**src/hw/rtl/ycr_pkg.sv**
```systemverilog
`timescale 1ns / 1ps

package ycr_pkg;

   localparam int FRAC_BITS_DEFAULT = 16;
   localparam int CHAN_W = 8;

   typedef struct packed {
      logic [CHAN_W-1:0] luma;
      logic [CHAN_W-1:0] chroma_blue;
      logic [CHAN_W-1:0] chroma_red;
   } ycr_pixel_in_type;

   typedef struct packed {
      logic [CHAN_W-1:0] red;
      logic [CHAN_W-1:0] green;
      logic [CHAN_W-1:0] blue;
   } ycr_pixel_out_type;

endpackage

```
**src/hw/rtl/ycr_channel_clamp.sv**
```systemverilog
`timescale 1ns / 1ps

module ycr_channel_clamp #(
   parameter int FracBits = ycr_pkg::FRAC_BITS_DEFAULT,
   parameter int SumW     = FracBits + 12
) (
   input  logic signed [SumW-1:0]          sum,
   output logic [ycr_pkg::CHAN_W-1:0]      chan
);

   localparam logic [63:0] TopVal64 = 64'd255 << FracBits;
   localparam logic signed [SumW-1:0] TopVal = SumW'(TopVal64);

   always_comb begin
      priority if (sum[SumW-1]) begin
         chan = '0;
      end else if (sum >= TopVal) begin
         chan = '1;
      end else begin
         // floor: drop the fraction
         chan = sum[FracBits +: ycr_pkg::CHAN_W];
      end
   end

endmodule

```
**src/hw/rtl/ycbcr_to_rgb_converter_top.sv**
```systemverilog
`timescale 1ns / 1ps
// A pixel passes from start to rsp_valid through the offset, multiply, sum and clamp stages.
// Throughput: one pixel per clock; busy stays low since the receiver cannot stall.
// Each result is shown for exactly one cycle under rsp_valid.
// Reset (synchronous, active high) clears the stage valid bits; items in flight are dropped.

module ycbcr_to_rgb_converter_top #(
   parameter int FracBits = ycr_pkg::FRAC_BITS_DEFAULT
) (
   input  logic                       clock,
   input  logic                       reset,
   input  logic                       start,
   output logic                       busy,
   input  ycr_pkg::ycr_pixel_in_type  req_pixel,
   output logic                       rsp_valid,
   output ycr_pkg::ycr_pixel_out_type rsp_pixel
);

   localparam int SumW = FracBits + 12;
   localparam int SampW = ycr_pkg::CHAN_W + 1;

   // unsigned coefficients, round to nearest with ties up
   localparam logic [63:0] Gain64 = ((64'd255 << FracBits) + 64'd219 / 2) / 64'd219;
   localparam logic [63:0] RedCr64 =
      ((64'd357510 << FracBits) + 64'd224000 / 2) / 64'd224000;
   localparam logic [63:0] BlueCb64 =
      ((64'd451860 << FracBits) + 64'd224000 / 2) / 64'd224000;
   localparam logic [63:0] GreenCb64 =
      ((64'd51512040 << FracBits) + 64'd131488000 / 2) / 64'd131488000;
   localparam logic [63:0] GreenCr64 =
      ((64'd106895490 << FracBits) + 64'd131488000 / 2) / 64'd131488000;

   localparam logic signed [SumW-1:0] GainS    = SumW'(Gain64);
   localparam logic signed [SumW-1:0] RedCrS   = SumW'(RedCr64);
   localparam logic signed [SumW-1:0] BlueCbS  = SumW'(BlueCb64);
   localparam logic signed [SumW-1:0] GreenCbS = SumW'(GreenCb64);
   localparam logic signed [SumW-1:0] GreenCrS = SumW'(GreenCr64);

   localparam logic signed [SampW-1:0] LumaOfs   = SampW'(16);
   localparam logic signed [SampW-1:0] ChromaOfs = SampW'(128);

   logic [3:0] valid_ff, valid_in;

   logic signed [SampW-1:0] y_ff, y_in, cb_ff, cb_in, cr_ff, cr_in;
   logic signed [SumW-1:0]  base_ff, base_in, rcr_ff, rcr_in, bcb_ff, bcb_in;
   logic signed [SumW-1:0]  gcb_ff, gcb_in, gcr_ff, gcr_in;
   logic signed [SumW-1:0]  red_sum_ff, red_sum_in, green_sum_ff, green_sum_in;
   logic signed [SumW-1:0]  blue_sum_ff, blue_sum_in;
   ycr_pkg::ycr_pixel_out_type pix_ff, pix_in;

   assign busy = 1'b0;

   assign valid_in = {valid_ff[2:0], start & ~busy};

   // stage 1: remove offsets
   assign y_in  = $signed({1'b0, req_pixel.luma}) - LumaOfs;
   assign cb_in = $signed({1'b0, req_pixel.chroma_blue}) - ChromaOfs;
   assign cr_in = $signed({1'b0, req_pixel.chroma_red}) - ChromaOfs;

   // stage 2: products
   assign base_in = GainS * SumW'(y_ff);
   assign rcr_in  = RedCrS * SumW'(cr_ff);
   assign bcb_in  = BlueCbS * SumW'(cb_ff);
   assign gcb_in  = GreenCbS * SumW'(cb_ff);
   assign gcr_in  = GreenCrS * SumW'(cr_ff);

   // stage 3: channel sums
   assign red_sum_in   = base_ff + rcr_ff;
   assign green_sum_in = base_ff - gcb_ff - gcr_ff;
   assign blue_sum_in  = base_ff + bcb_ff;

   // stage 4: clamp and truncate
   ycr_channel_clamp #(.FracBits(FracBits), .SumW(SumW)) u_clamp_red (
      .sum  (red_sum_ff),
      .chan (pix_in.red)
   );

   ycr_channel_clamp #(.FracBits(FracBits), .SumW(SumW)) u_clamp_green (
      .sum  (green_sum_ff),
      .chan (pix_in.green)
   );

   ycr_channel_clamp #(.FracBits(FracBits), .SumW(SumW)) u_clamp_blue (
      .sum  (blue_sum_ff),
      .chan (pix_in.blue)
   );

   always_ff @(posedge clock) begin
      if (reset) begin
         valid_ff <= '0;
      end else begin
         valid_ff <= valid_in;
      end
   end

   always_ff @(posedge clock) begin
      y_ff         <= y_in;
      cb_ff        <= cb_in;
      cr_ff        <= cr_in;
      base_ff      <= base_in;
      rcr_ff       <= rcr_in;
      bcb_ff       <= bcb_in;
      gcb_ff       <= gcb_in;
      gcr_ff       <= gcr_in;
      red_sum_ff   <= red_sum_in;
      green_sum_ff <= green_sum_in;
      blue_sum_ff  <= blue_sum_in;
      pix_ff       <= pix_in;
   end

   assign rsp_valid = valid_ff[3];
   assign rsp_pixel = pix_ff;

`ifndef SYNTHESIS
   a_no_busy: assert property (@(posedge clock) disable iff (reset) !busy)
      else $error("busy raised");

   a_valid_has_source: assert property (@(posedge clock) disable iff (reset)
      rsp_valid |-> $past(start, 4))
      else $error("result without a transfer four cycles earlier");

   a_black: assert property (@(posedge clock) disable iff (reset)
      (rsp_valid && $past(req_pixel.luma, 4) == 8'd0 &&
       $past(req_pixel.chroma_blue, 4) == 8'd128 &&
       $past(req_pixel.chroma_red, 4) == 8'd128) |-> (rsp_pixel == '0))
      else $error("black pixel not clamped to zero");

   a_white: assert property (@(posedge clock) disable iff (reset)
      (rsp_valid && $past(req_pixel.luma, 4) == 8'd255 &&
       $past(req_pixel.chroma_blue, 4) == 8'd128 &&
       $past(req_pixel.chroma_red, 4) == 8'd128) |-> (rsp_pixel == '1))
      else $error("white pixel not clamped to full scale");
`endif

endmodule

```
**config.mk**
```make
export PLATFORM = sky130hd
export DESIGN_NAME = ycbcr_to_rgb_converter_top
export DESIGN_NICKNAME = d
export VERILOG_FILES = /design/src/hw/rtl/ycr_pkg.sv /design/src/hw/rtl/ycr_channel_clamp.sv /design/src/hw/rtl/ycbcr_to_rgb_converter_top.sv
export SDC_FILE = /design/constraint.sdc
export NUM_CORES = 1
export LEC_CHECK = 0
export BUFFER_PORTS_ARGS = -buffer_cell sky130_fd_sc_hd__buf_2
export CAP_MARGIN = 20
export CELL_PAD_IN_SITES_DETAIL_PLACEMENT = 0
export CELL_PAD_IN_SITES_GLOBAL_PLACEMENT = 1
export CORE_MARGIN = 4
export CORE_UTILIZATION = 46
export CTS_CLUSTER_SIZE = 25
export DETAILED_ROUTE_END_ITERATION = 8
export HOLD_SLACK_MARGIN = 0.1
export PLACE_DENSITY = 0.88
export RECOVER_POWER = 100
export SLEW_MARGIN = 20
export SYNTH_ARGS = -nofsm -noshare
export SYNTH_HDL_FRONTEND = slang
export SYNTH_HIERARCHICAL = 1
export SYNTH_SLANG_ARGS = --single-unit
```
**constraint.sdc**
```tcl
create_clock -name clock -period 4.7 [get_ports clock]
set_clock_uncertainty 0.15 [all_clocks]
set_input_delay 0.705 -clock clock [delete_from_list [all_inputs] [get_ports clock]]
set_output_delay 0.705 -clock clock [all_outputs]
set_load 0.01 [all_outputs]
```
* Word-level counts from Yosys, hierarchy flattened
Cells that the tools add are included.
** Operators by class
- $add $sub $neg :: 7
- $lt $le $gt $ge :: 3
- $mul :: 5
- Muxes and demuxes :: 3
** Operators with widths (number)
- $ge 28x25->1 const B :: 3
- $mul 18x9->27 const A :: 2
- $add 27x27->28 :: 1
- $add 27x28->28 :: 1
- $mul 19x9->28 const A :: 1
- $sub 27x25->28 :: 1
- $sub 28x26->28 :: 1
- $mul 17x9->26 const A :: 1
- $mul 16x9->25 const A :: 1
- $mux 8 :: 3
- $sub 8x8->9 const B :: 2
- $sub 8x5->9 const B :: 1
** Word-level totals
- Flip-flop bits (word level) :: 272
- Bits of input ports :: 27
- Logic and storage cells :: 33

* Logic depth before layout (Yosys ltp)
Gate-level depths: netlist of run 1.
- Depth after elaboration :: 2
- Mapped depth :: 19
- Mapped depth without buffers :: 19

* Modules after synthesis
Netlist of run 1, hierarchy kept.
** By module, submodules not included
- ycbcr_to_rgb_converter_top :: area each 21087.7 um2, times used 1, cells each 2158
- ycr_channel_clamp :: area each 92.6 um2, times used 3, cells each 19

* Worst setup path before layout of run 1
Ideal clock, no wire load.
- Path kind :: flip-flop to flip-flop
- Start :: register cr_ff[7]
- End :: register gcr_ff[25] (netlist name)
- Cell stages (with the launch flop) :: 18
- Data required time :: 4.401 ns
- Period minus slack after synthesis :: 5.110 ns
- Setup slack :: -0.410 ns
- Setup time :: 0.149 ns
- Data arrival time :: 4.812 ns
- Path through :: dfxtp_1 > inv_1 > ha_1 > ha_1 > inv_1 > fa_1 > inv_1 > fa_1 > fa_1 > ha_1 > nand2_1 > o211ai_1 > nand2_1 > o31ai_1 > a21oi_1 > a21boi_0 > a21oi_1 > xnor2_1
** Between the ends
- Cells in the longest elaborated chain, start to end :: 1
** Ends and longest elaborated chain
- from (decl) :: line ycbcr_to_rgb_converter_top.sv:44 : logic signed [SampW-1:0] y_ff, y_in, cb_ff, cb_in, cr_ff, cr_in;
- from (signal assigned) :: line ycbcr_to_rgb_converter_top.sv:99 : cr_ff <= cr_in;
- $mul 17x9->26 :: line ycbcr_to_rgb_converter_top.sv:65 : assign gcr_in = GreenCrS * SumW'(cr_ff);
- via gcr_in[25] :: line ycbcr_to_rgb_converter_top.sv:46 : logic signed [SumW-1:0] gcb_ff, gcb_in, gcr_ff, gcr_in;
The timed path passes the listed nets, and every way through them passes these cells.
A chain may end at the register's enable or synchronous reset.

* Worst setup path in the final report of run 1
- Start :: register cr_ff[5]
- End :: register gcr_ff[24]
** Between the ends
- Cells in the longest elaborated chain, start to end :: 1
** Ends and longest elaborated chain
- $mul 17x9->26 :: line ycbcr_to_rgb_converter_top.sv:65
- via gcr_in[24] :: line ycbcr_to_rgb_converter_top.sv:46
- to (signal assigned) :: line ycbcr_to_rgb_converter_top.sv:104 : gcr_ff <= gcr_in;
- to (decl) :: line ycbcr_to_rgb_converter_top.sv:46
The timed path passes the listed nets, and every way through them passes these cells.

==> flow_summary.yaml, run 1 <==
sta:
  final.min_clock_period_ns: 4.62
  timing.fmax_ghz: 0.217
  final_hold_viol_count: 0
  unrepaired_setup_endpoints_after_global_routing: "true"
  timing.final.max_slew_violations: 0
  setup_violations: 0
  holdWs_ns: 0.152
  tightest_slew_ns: 0.695
  max_slew_margin_pct: 53.4
  layout_worst_path_cycle_share_pct: 98.3
setup_path:
  crit_path_max_incr_delay_ns: 0.60
  arrival_ns: 4.91
  cell_mode_on_critical_path: "fa_1"
  path_cells: "fa_1 -> buf_4 -> ha_1 -> inv_1 -> fa_1 -> inv_1 -> fa_2 -> fa_1 -> ha_4 -> nand3_2 -> o21ai_2 -> o21ai_2 -> a211oi_2 -> nor3_2 -> o41ai_2 -> a21oi_1 -> xnor2_1"
  critical_r2r_capture: "gcr_ff[24]$_DFF_P_"
  element_type_at_the_critical_path_start: "register"
  worst-path-max-fanout: 4
  rrSetupSlack_ns: 0.08
  cpMaxStageDelayCell: "fa_1"
  data_required_time_of_the_worst_path_ns: 4.99
  timing_worst_setup_path_type: "register to register"
  rr_startpoint: "cr_ff[5]$_DFF_P_"
  sort_of_element_at_the_end_of_the_critical_path: "register"
  rr_worst_depth: 17
synth:
  syn_area_per_cell_sq_um: 9.59
  post_synth_instance_area_sq_um: 19700
  synthesis.instances: 2049
  syn-num-nets: 2673
  yosysWarningCount: 6
grt:
  globalRouteOverflowTotal: 0
  grt_pass1_wl_mm: 73.3
  grt_start_max_net_pins: 22
  grtUsageTotal_pct: 19.2
  grt_antenna_before_repair: 3
  via_count_of_the_first_global_routing_pass: 14700
die:
  floorplan.die.width_um: 215
  core-area_sq_um: 42100
  die_area_sq_um: 46100
  io_pins: 53
  floorplan.die.height_um: 215
  floorplan.initialDensity_pct: 46.6
  row_count: 75
hold_path:
  worst_hold_path_type: "input pin to register"
  worstHoldStart: "req_pixel[7]"
  hold-path-endpoint: "cr_ff[7]$_DFF_P_"
  instance_count_along_the_most_critical_hold_path: 2
route:
  drt_pre_antenna_iters: 5
  finalWirelength_mm: 45.5
  drc: 0
  route.detailed.vias_per_inst: 5.29
  final_antenna_net_count: 0
  drt_iter0_markers: 652
  wl_per_cell_um: 16.4
  via_count: 14700
cells_and_area:
  layout_commonest_cell: "ha_1"
  drive_above_1_share_pct: 11.6
  layout.cells.most_common_list: "ha_1, inv_1, dfxtp_1"
  multi_input_area_sq_um: 14300
  n_fill_cell: 3663
  finish.cell_count_without_fillers: 2782
  final_net_count: 2847
  seq_area_sq_um: 4430
  num_antenna_cells: 0
  area_growth_from_synthesis_to_layout_pct: 15.9
pwr:
  power_density_nw_per_um2: 685
  power_mw: 15.6
  power.static_leakage_nw: 11.7
  max-vdd-ir-drop_uv: 465
cts:
  cts.path.max_buffers: 3
  htree_levels: 1
  clkTransAtPathRegs_ns: 0.06
  cts-root-buf: "clkbuf_16"
  insertion_delay_ns: 0.57
  cts.sinks: 220
  tritoncts: "yes"
  cts-buffers-inserted: 27
placement:
  port_buffers: 51
  place_hpwl_mm: 37.6
  placedCellCount: 2709
  gpl.final_weighted_congestion: 0.944
job:
  max-cap-violations: 0
outcome:
  outcome: "complete, no violations"
==> registers in the layout, indices dropped and copies added, names as in the netlist <==
| name | flops |
|---|---|
| valid_ff | 4 |
| blue_sum_ff | 12 |
| gcr_ff | 26 |
| green_sum_ff | 12 |
| y_ff | 9 |
| cb_ff | 8 |
| red_sum_ff | 12 |
| base_ff | 27 |
| bcb_ff | 27 |
| rcr_ff | 26 |
| gcb_ff | 25 |
| cr_ff | 8 |
| rsp_pixel | 24 |
==> where the power goes <==
group          switching (mW)  internal [mW]  total [mW]  leakage [nW]
clock network           0.900           1.40        2.30         0.487
registers               0.503           2.70        3.20          1.86
logic                    5.73           4.38        10.1          9.41
==> layout make-up <==
| cell class | count | area share (%) |
|---|---|---|
| Clock buffer | 33 | 3.33 |
| Clock inverter | 16 | 1.07 |
| Inverter | 339 | 5.59 |
| Multi-Input combinational cell | 1474 | 62.8 |
| Sequential cell | 220 | 19.4 |
| Tap cell | 539 | 2.96 |
| Timing Repair Buffer | 161 | 4.81 |
==> worst max path at each step <==
stage                               to  cells past startpoint              from  slack (ns)
floorplan           gcr_ff[25]$_DFF_P_                     17  cr_ff[6]$_DFF_P_        0.02
global placement    gcr_ff[25]$_DFF_P_                     16  cr_ff[3]$_DFF_P_       -0.07
detailed placement  gcr_ff[25]$_DFF_P_                     16  cr_ff[5]$_DFF_P_       -0.20
CTS                 bcb_ff[27]$_DFF_P_                     19  cb_ff[1]$_DFF_P_        0.02
global route        gcr_ff[24]$_DFF_P_                     17  cr_ff[5]$_DFF_P_       -0.13
finish              gcr_ff[24]$_DFF_P_                     17  cr_ff[5]$_DFF_P_        0.08
==> metrics by stage <==
step / TNS, ns / cell area (sq um) / worst slack (ns) / utilization [%]
global placement: -0.137 / 21200 / -0.0668 / 50.2
detailed placement: -0.810 / 21200 / -0.196 / 50.2
CTS: 0 / 22400 / 0.0200 / 53.2
finish: 0 / 22800 / 0.0811 / 54.1
global route: -0.203 / 22800 / -0.128 / 54.1
floorplan: 0 / 19700 / 0.0157 / -
==> worst max-delay path: cells and delay by family, from the launching register on <==
family | cells | cell delay, ns
adder cells (fa/ha/maj) | 6 | 2.36
AO/OA/AOI/OAI | 5 | 1.08
flip-flops | 1 | 0.36
buffers and inverters | 3 | 0.23
AND/OR/NAND/NOR | 2 | 0.17
XOR/XNOR | 1 | 0.14
==> routing by layer <==
metal | vias up | wire length, um | global-route usage [%]
met3 | 72 | 2260 | 2.91
met2 | 317 | 20900 | 31.8
met1 | 6989 | 21100 | 26.6
met4 | 0 | 1210 | 4.91
li1 | 7349 | - | -
met5 | - | 0 | 0
==> what timing repair did <==
item / CTS / global route
pin swaps: 3 / 40
hold buffers: 17 / 0
resized for setup: 17 / 73
hold endpoints to repair: 17 / 0
endpoints found under the setup margin: 10 / 29
setup buffers: 0 / 7
Power figures use the tool's default switching activity.
==> run 2, diff against run 1 <==
--- a/config.mk
+++ b/config.mk
@@ -16,3 +16,3 @@
 export HOLD_SLACK_MARGIN = 0.1
-export PLACE_DENSITY = 0.88
+export PLACE_DENSITY_LB_ADDON = 0.08
 export RECOVER_POWER = 100
--- a/constraint.sdc
+++ b/constraint.sdc
@@ -4,2 +4,2 @@
 set_output_delay 0.705 -clock clock [all_outputs]
-set_load 0.01 [all_outputs]
+set_load 0.1 [all_outputs]
==> flow_summary.yaml, run 2 (synthesis gave the netlist of run 1 again) <==
cts:
  cts.path.max_buffers: 3
  cts-root-buf: "clkbuf_16"
  clkTransAtPathRegs_ns: 0.06
  cts-buffers-inserted: 28
  tritoncts: "yes"
  cts.sinks: 220
  insertion_delay_ns: 0.56
  htree_levels: 1
route:
  via_count: 14400
  finalWirelength_mm: 46.7
  drt_iter0_markers: 714
  drc: 0
  route.detailed.vias_per_inst: 5.14
  drt_pre_antenna_iters: 5
  wl_per_cell_um: 16.7
  final_antenna_net_count: 0
sta:
  final_hold_viol_count: 0
  max_slew_margin_pct: 41.8
  tightest_slew_ns: 0.864
  setup_slack_ns: 0.148
  final.min_clock_period_ns: 4.55
  timing.fmax_ghz: 0.220
  layout_worst_path_cycle_share_pct: 96.9
  final.setup.tns_ns: 0
  unrepaired_setup_endpoints_after_global_routing: "true"
  setup_violations: 0
  timing.final.max_slew_violations: 0
hold_path:
  worst_hold_path_type: "input pin to register"
  worstHoldStart: "req_pixel[7]"
  hold-path-endpoint: "cr_ff[7]$_DFF_P_"
  instance_count_along_the_most_critical_hold_path: 2
cells_and_area:
  layout_commonest_cell: "ha_1"
  num_antenna_cells: 0
  layout.core_utilization_pct: 54.9
  layout.cells.most_common_list: "ha_1, inv_1, dfxtp_1"
  n_fill_cell: 3845
  seq_area_sq_um: 4430
  registers_with_the_most_flip_flops: "base_ff x27, bcb_ff x27"
  final_net_count: 2864
  area_growth_from_synthesis_to_layout_pct: 17.6
  drive_above_1_share_pct: 14.2
  multi_input_area_sq_um: 14400
  post-route-cell-area_sq_um: 23100
pwr:
  power_mw: 16.5
  power.static_leakage_nw: 11.9
  power_density_nw_per_um2: 715
  max-vdd-ir-drop_uv: 547
setup_path:
  sort_of_element_at_the_end_of_the_critical_path: "register"
  rr_startpoint: "cr_ff[5]$_DFF_P_"
  critical_r2r_capture: "gcr_ff[24]$_DFF_P_"
  crit_path_max_incr_delay_ns: 0.57
  rr_worst_depth: 17
  path_cells: "fa_1 -> buf_6 -> ha_4 -> inv_2 -> fa_1 -> inv_1 -> fa_2 -> fa_1 -> ha_4 -> nand3_4 -> o21ai_4 -> o21ai_4 -> a211oi_4 -> nor3_2 -> o41ai_2 -> a21oi_1 -> xnor2_1"
  worst-path-max-fanout: 4
  rrSetupSlack_ns: 0.15
  arrival_ns: 4.84
  cell_mode_on_critical_path: "fa_1"
  data_required_time_of_the_worst_path_ns: 4.99
  timing_worst_setup_path_type: "register to register"
  cpMaxStageDelayCell: "fa_1"
  element_type_at_the_critical_path_start: "register"
placement:
  placement.cell_area_sq_um: 21300
  gpl.final_weighted_congestion: 0.872
  port_buffers: 51
  dpl_worst_slack_ns: -0.0924
  place_hpwl_mm: 39.7
outcome:
  outcome: "complete, no violations"
grt:
  grt_antenna_before_repair: 1
  grt_start_max_net_pins: 16
  via_count_of_the_first_global_routing_pass: 14600
  grtUsageTotal_pct: 20.5
  grt_pass1_wl_mm: 76.7
  globalRouteOverflowTotal: 0
die:
  row_count: 75
  floorplan.die.width_um: 215
  io_pins: 53
  floorplan.initialDensity_pct: 46.6
  die_area_sq_um: 46100
  core-area_sq_um: 42100
  floorplan.die.height_um: 215
job:
  max-cap-violations: 0
## run 2: cell types whose count changed in the layout (fill, tap and decap cells not counted), sizes merged
cell,change
clkbuf,-30
clkinv,+2
buf,+43
clkinvlp,+2
inv,-2
bufinv,+3
## run 2: what timing repair did
action                     in CTS  in global routing
hold endpoints to repair       17                  0
setup buffers                   2                  7
hold buffers                   17                  0
pin swaps                      11                 46
gates resized for setup        14                101
setup endpoints to repair      16                 36
## run 2: where the power goes
part	internal (mW)	switching, mW
combinational	4.46	6.40
sequential	2.70	0.565
clock	1.52	0.885
total	8.68	7.85
## run 2: critical path, delay by kind of cell, from the launching register on
kind / cells / cell delay, ns
compound gates: 5 / 1.10
fa+ha+maj: 6 / 2.33
flops: 1 / 0.36
xor+xnor: 1 / 0.14
buf+inv: 3 / 0.19
simple gates: 2 / 0.15
## run 2: layout make-up
type,instances,share of cell area [%]
clock inverters,21,1.36
well taps,539,2.92
repair buffers,177,5.38
inverters,339,5.51
multi-input cells,1474,62.5
flip-flops and latches,220,19.2
clock buffers,30,3.16
## run 2: per-stage QoR
stage	hold slack [ns]	std cells
after floorplan	0.222	2049
after global placement	0.278	2723
after detailed placement	0.275	2723
after CTS	0.100	2793
after global routing	0.128	2800
final	0.134	2800
## run 2: how the worst max path moves through the flow
stage,startpoint,depth (start not counted),slack [ns],endpoint
2_1_floorplan,cr_ff[6]$_DFF_P_,17,0.02,gcr_ff[25]$_DFF_P_
3_3_place_gp,cb_ff[1]$_DFF_P_,19,-0.03,bcb_ff[27]$_DFF_P_
3_5_place_dp,cr_ff[3]$_DFF_P_,16,-0.09,gcr_ff[24]$_DFF_P_
4_1_cts,cr_ff[3]$_DFF_P_,20,-0.004,gcr_ff[25]$_DFF_P_
5_1_grt,cr_ff[5]$_DFF_P_,17,-0.08,gcr_ff[24]$_DFF_P_
6_report,cr_ff[5]$_DFF_P_,17,0.15,gcr_ff[24]$_DFF_P_
## run 2: per-layer routing
layer	share of wire (%)	wire length, um	track usage (%)
met2	44	20600	33.2
met5	0.026	12	0
met4	2.2	1020	4.82
met3	4.8	2250	3.67
met1	49	22800	28.7
==> run 3, diff against run 2 <==
REMOVE_ABC_BUFFERS = 1   (was not set)
==> flow_summary.yaml, run 3 (synthesis gave the netlist of run 1 again) <==
route:
  drt_pre_antenna_iters: 5
  drc: 0
  final_antenna_net_count: 0
  via_count: 14400
  finalWirelength_mm: 47.1
  wl_per_cell_um: 16.8
  route.detailed.vias_per_inst: 5.14
  drt_iter0_markers: 753
sta:
  timing.fmax_ghz: 0.219
  unrepaired_setup_endpoints_after_global_routing: "true"
  max_slew_margin_pct: 39.8
  final.setup.tns_ns: 0
  timing.final.max_slew_violations: 0
  tightest_slew_ns: 0.893
  holdWs_ns: 0.139
  setup_violations: 0
  setup_slack_ns: 0.134
  final.min_clock_period_ns: 4.57
  final_hold_viol_count: 0
  layout_worst_path_cycle_share_pct: 97.1
grt:
  grt_antenna_before_repair: 2
  grt_pass1_wl_mm: 76.4
  globalRouteOverflowTotal: 0
  via_count_of_the_first_global_routing_pass: 14600
  grtUsageTotal_pct: 20.4
  grt_start_max_net_pins: 15
setup_path:
  cell_mode_on_critical_path: "fa_1"
  worst-path-max-fanout: 4
  timing.critical_path.depth: 17
  crit_path_start: "cr_ff[5]$_DFF_P_"
  crit_family: "adder cells"
  element_type_at_the_critical_path_start: "register"
  sort_of_element_at_the_end_of_the_critical_path: "register"
  rrSetupSlack_ns: 0.13
  arrival_ns: 4.86
  cpMaxStageDelayCell: "fa_1"
  data_required_time_of_the_worst_path_ns: 5.00
  worstPathBufferInverterCount: 3
  rr_worst_depth: 17
  timing_worst_setup_path_type: "register to register"
  crit_path_max_incr_delay_ns: 0.56
  path_cells: "fa_1 -> buf_4 -> ha_4 -> inv_2 -> fa_1 -> inv_1 -> fa_2 -> fa_1 -> ha_4 -> nand3_2 -> o21ai_2 -> o21ai_2 -> a211oi_2 -> nor3_2 -> o41ai_2 -> a21oi_1 -> xnor2_1"
  critical_r2r_capture: "gcr_ff[24]$_DFF_P_"
  rr_startpoint: "cr_ff[5]$_DFF_P_"
  timing.critical_path.to: "gcr_ff[24]$_DFF_P_"
cts:
  htree_levels: 1
  insertion_delay_ns: 0.57
  clkTransAtPathRegs_ns: 0.06
  cts.path.max_buffers: 3
  cts.sinks: 220
  cts-root-buf: "clkbuf_16"
  cts-buffers-inserted: 28
  tritoncts: "yes"
die:
  core-area_sq_um: 42100
  floorplan.die.width_um: 215
  die_area_sq_um: 46100
  floorplan.die.height_um: 215
  row_count: 75
  floorplan.initialDensity_pct: 46.6
  io_pins: 53
hold_path:
  worst_hold_path_type: "input pin to register"
  instance_count_along_the_most_critical_hold_path: 2
cells_and_area:
  layout.core_utilization_pct: 54.2
  num_antenna_cells: 0
  area_growth_from_synthesis_to_layout_pct: 16.2
  layout_commonest_cell: "ha_1"
  layout.cells.most_common_list: "ha_1, inv_1, dfxtp_1"
  registers_with_the_most_flip_flops: "base_ff x27, bcb_ff x27"
  drive_above_1_share_pct: 13.3
  final_net_count: 2867
placement:
  port_buffers: 51
  gpl.final_weighted_congestion: 0.888
  place_hpwl_mm: 40.0
  dpl_worst_slack_ns: -0.0746
pwr:
  max-vdd-ir-drop_uv: 456
  power.static_leakage_nw: 11.9
  power_density_nw_per_um2: 706
  power_mw: 16.1
job:
  max-cap-violations: 0
outcome:
  outcome: "complete, no violations"
[run 3: cell types whose count changed in the layout (fill, tap and decap cells not counted), sizes merged]
| cell | previous run | this run |
|---|---|---|
| clkinvlp | 4 | 2 |
| clkinv | 5 | 8 |
| bufinv | 7 | 1 |
| clkbuf | 37 | 41 |
| inv | 344 | 341 |
| buf | 153 | 159 |
[run 3: through the flow]
| stage | cell area [sq um] | cells |
|---|---|---|
| 2_1_floorplan | 19600 | 2033 |
| 3_5_place_dp | 21300 | 2728 |
| 4_1_cts | 22400 | 2795 |
| 3_3_place_gp | 21300 | 2728 |
| 5_1_grt | 22800 | 2802 |
| 6_report | 22800 | 2802 |
[run 3: how the worst min path moves through the flow]
stage,from,endpoint
2_1_floorplan,y_ff[1]$_DFF_P_,base_ff[1]$_DFF_P_
3_5_place_dp,valid_ff[0]$_SDFF_PP0_,valid_ff[1]$_SDFF_PP0_
6_report,req_pixel[7],cr_ff[7]$_DFF_P_
5_1_grt,req_pixel[10],cb_ff[2]$_DFF_P_
4_1_cts,req_pixel[10],cb_ff[2]$_DFF_P_
3_3_place_gp,valid_ff[1]$_SDFF_PP0_,valid_ff[2]$_SDFF_PP0_
[run 3: final cells by class]
type | count | area (sq um)
timing repair buffer | 180 | 1260
fill | 3895 | 19300
inverter | 339 | 1270
clock buffer | 37 | 785
sequential | 220 | 4420
multi-input combinational | 1474 | 14300
tap | 539 | 674
clock inverter | 13 | 121
[run 3: what timing repair did]
| action | 4_1_cts | 5_1_grt |
|---|---|---|
| resized for setup | 12 | 75 |
| setup buffers | 0 | 7 |
| hold endpoints to repair | 17 | 0 |
| hold buffers | 17 | 0 |
| setup endpoints to repair | 17 | 30 |
| cloned | 0 | 0 |
| pin swaps | 6 | 37 |
[run 3: layer usage]
layer	global-route usage, %	share of wire (%)	wire (um)
met2	33.1	44	21000
met5	0	0.028	13
met4	4.71	2.5	1190
met3	3.97	5.0	2360
met1	28.4	48	22600
[run 3: power breakdown]
part	total, mW	switching [mW]	leakage (nW)	internal [mW]
Clock	2.09	0.862	0.444	1.23
Combinational	10.7	6.33	9.57	4.41
Sequential	3.29	0.589	1.85	2.70
Total	16.1	7.78	11.9	8.34
[run 3: worst reg2reg max path, cell delays in order, from the launching register on]
cell and delay [ns]:
dfxtp_4 0.36, fa_1 0.56, buf_4 0.13, ha_4 0.12, inv_2 0.03, fa_1 0.49
inv_1 0.05, fa_2 0.34, fa_1 0.51, ha_4 0.31, nand3_2 0.08, o21ai_2 0.19
o21ai_2 0.12, a211oi_2 0.33, nor3_2 0.09, o41ai_2 0.35, a21oi_1 0.12, xnor2_1 0.13
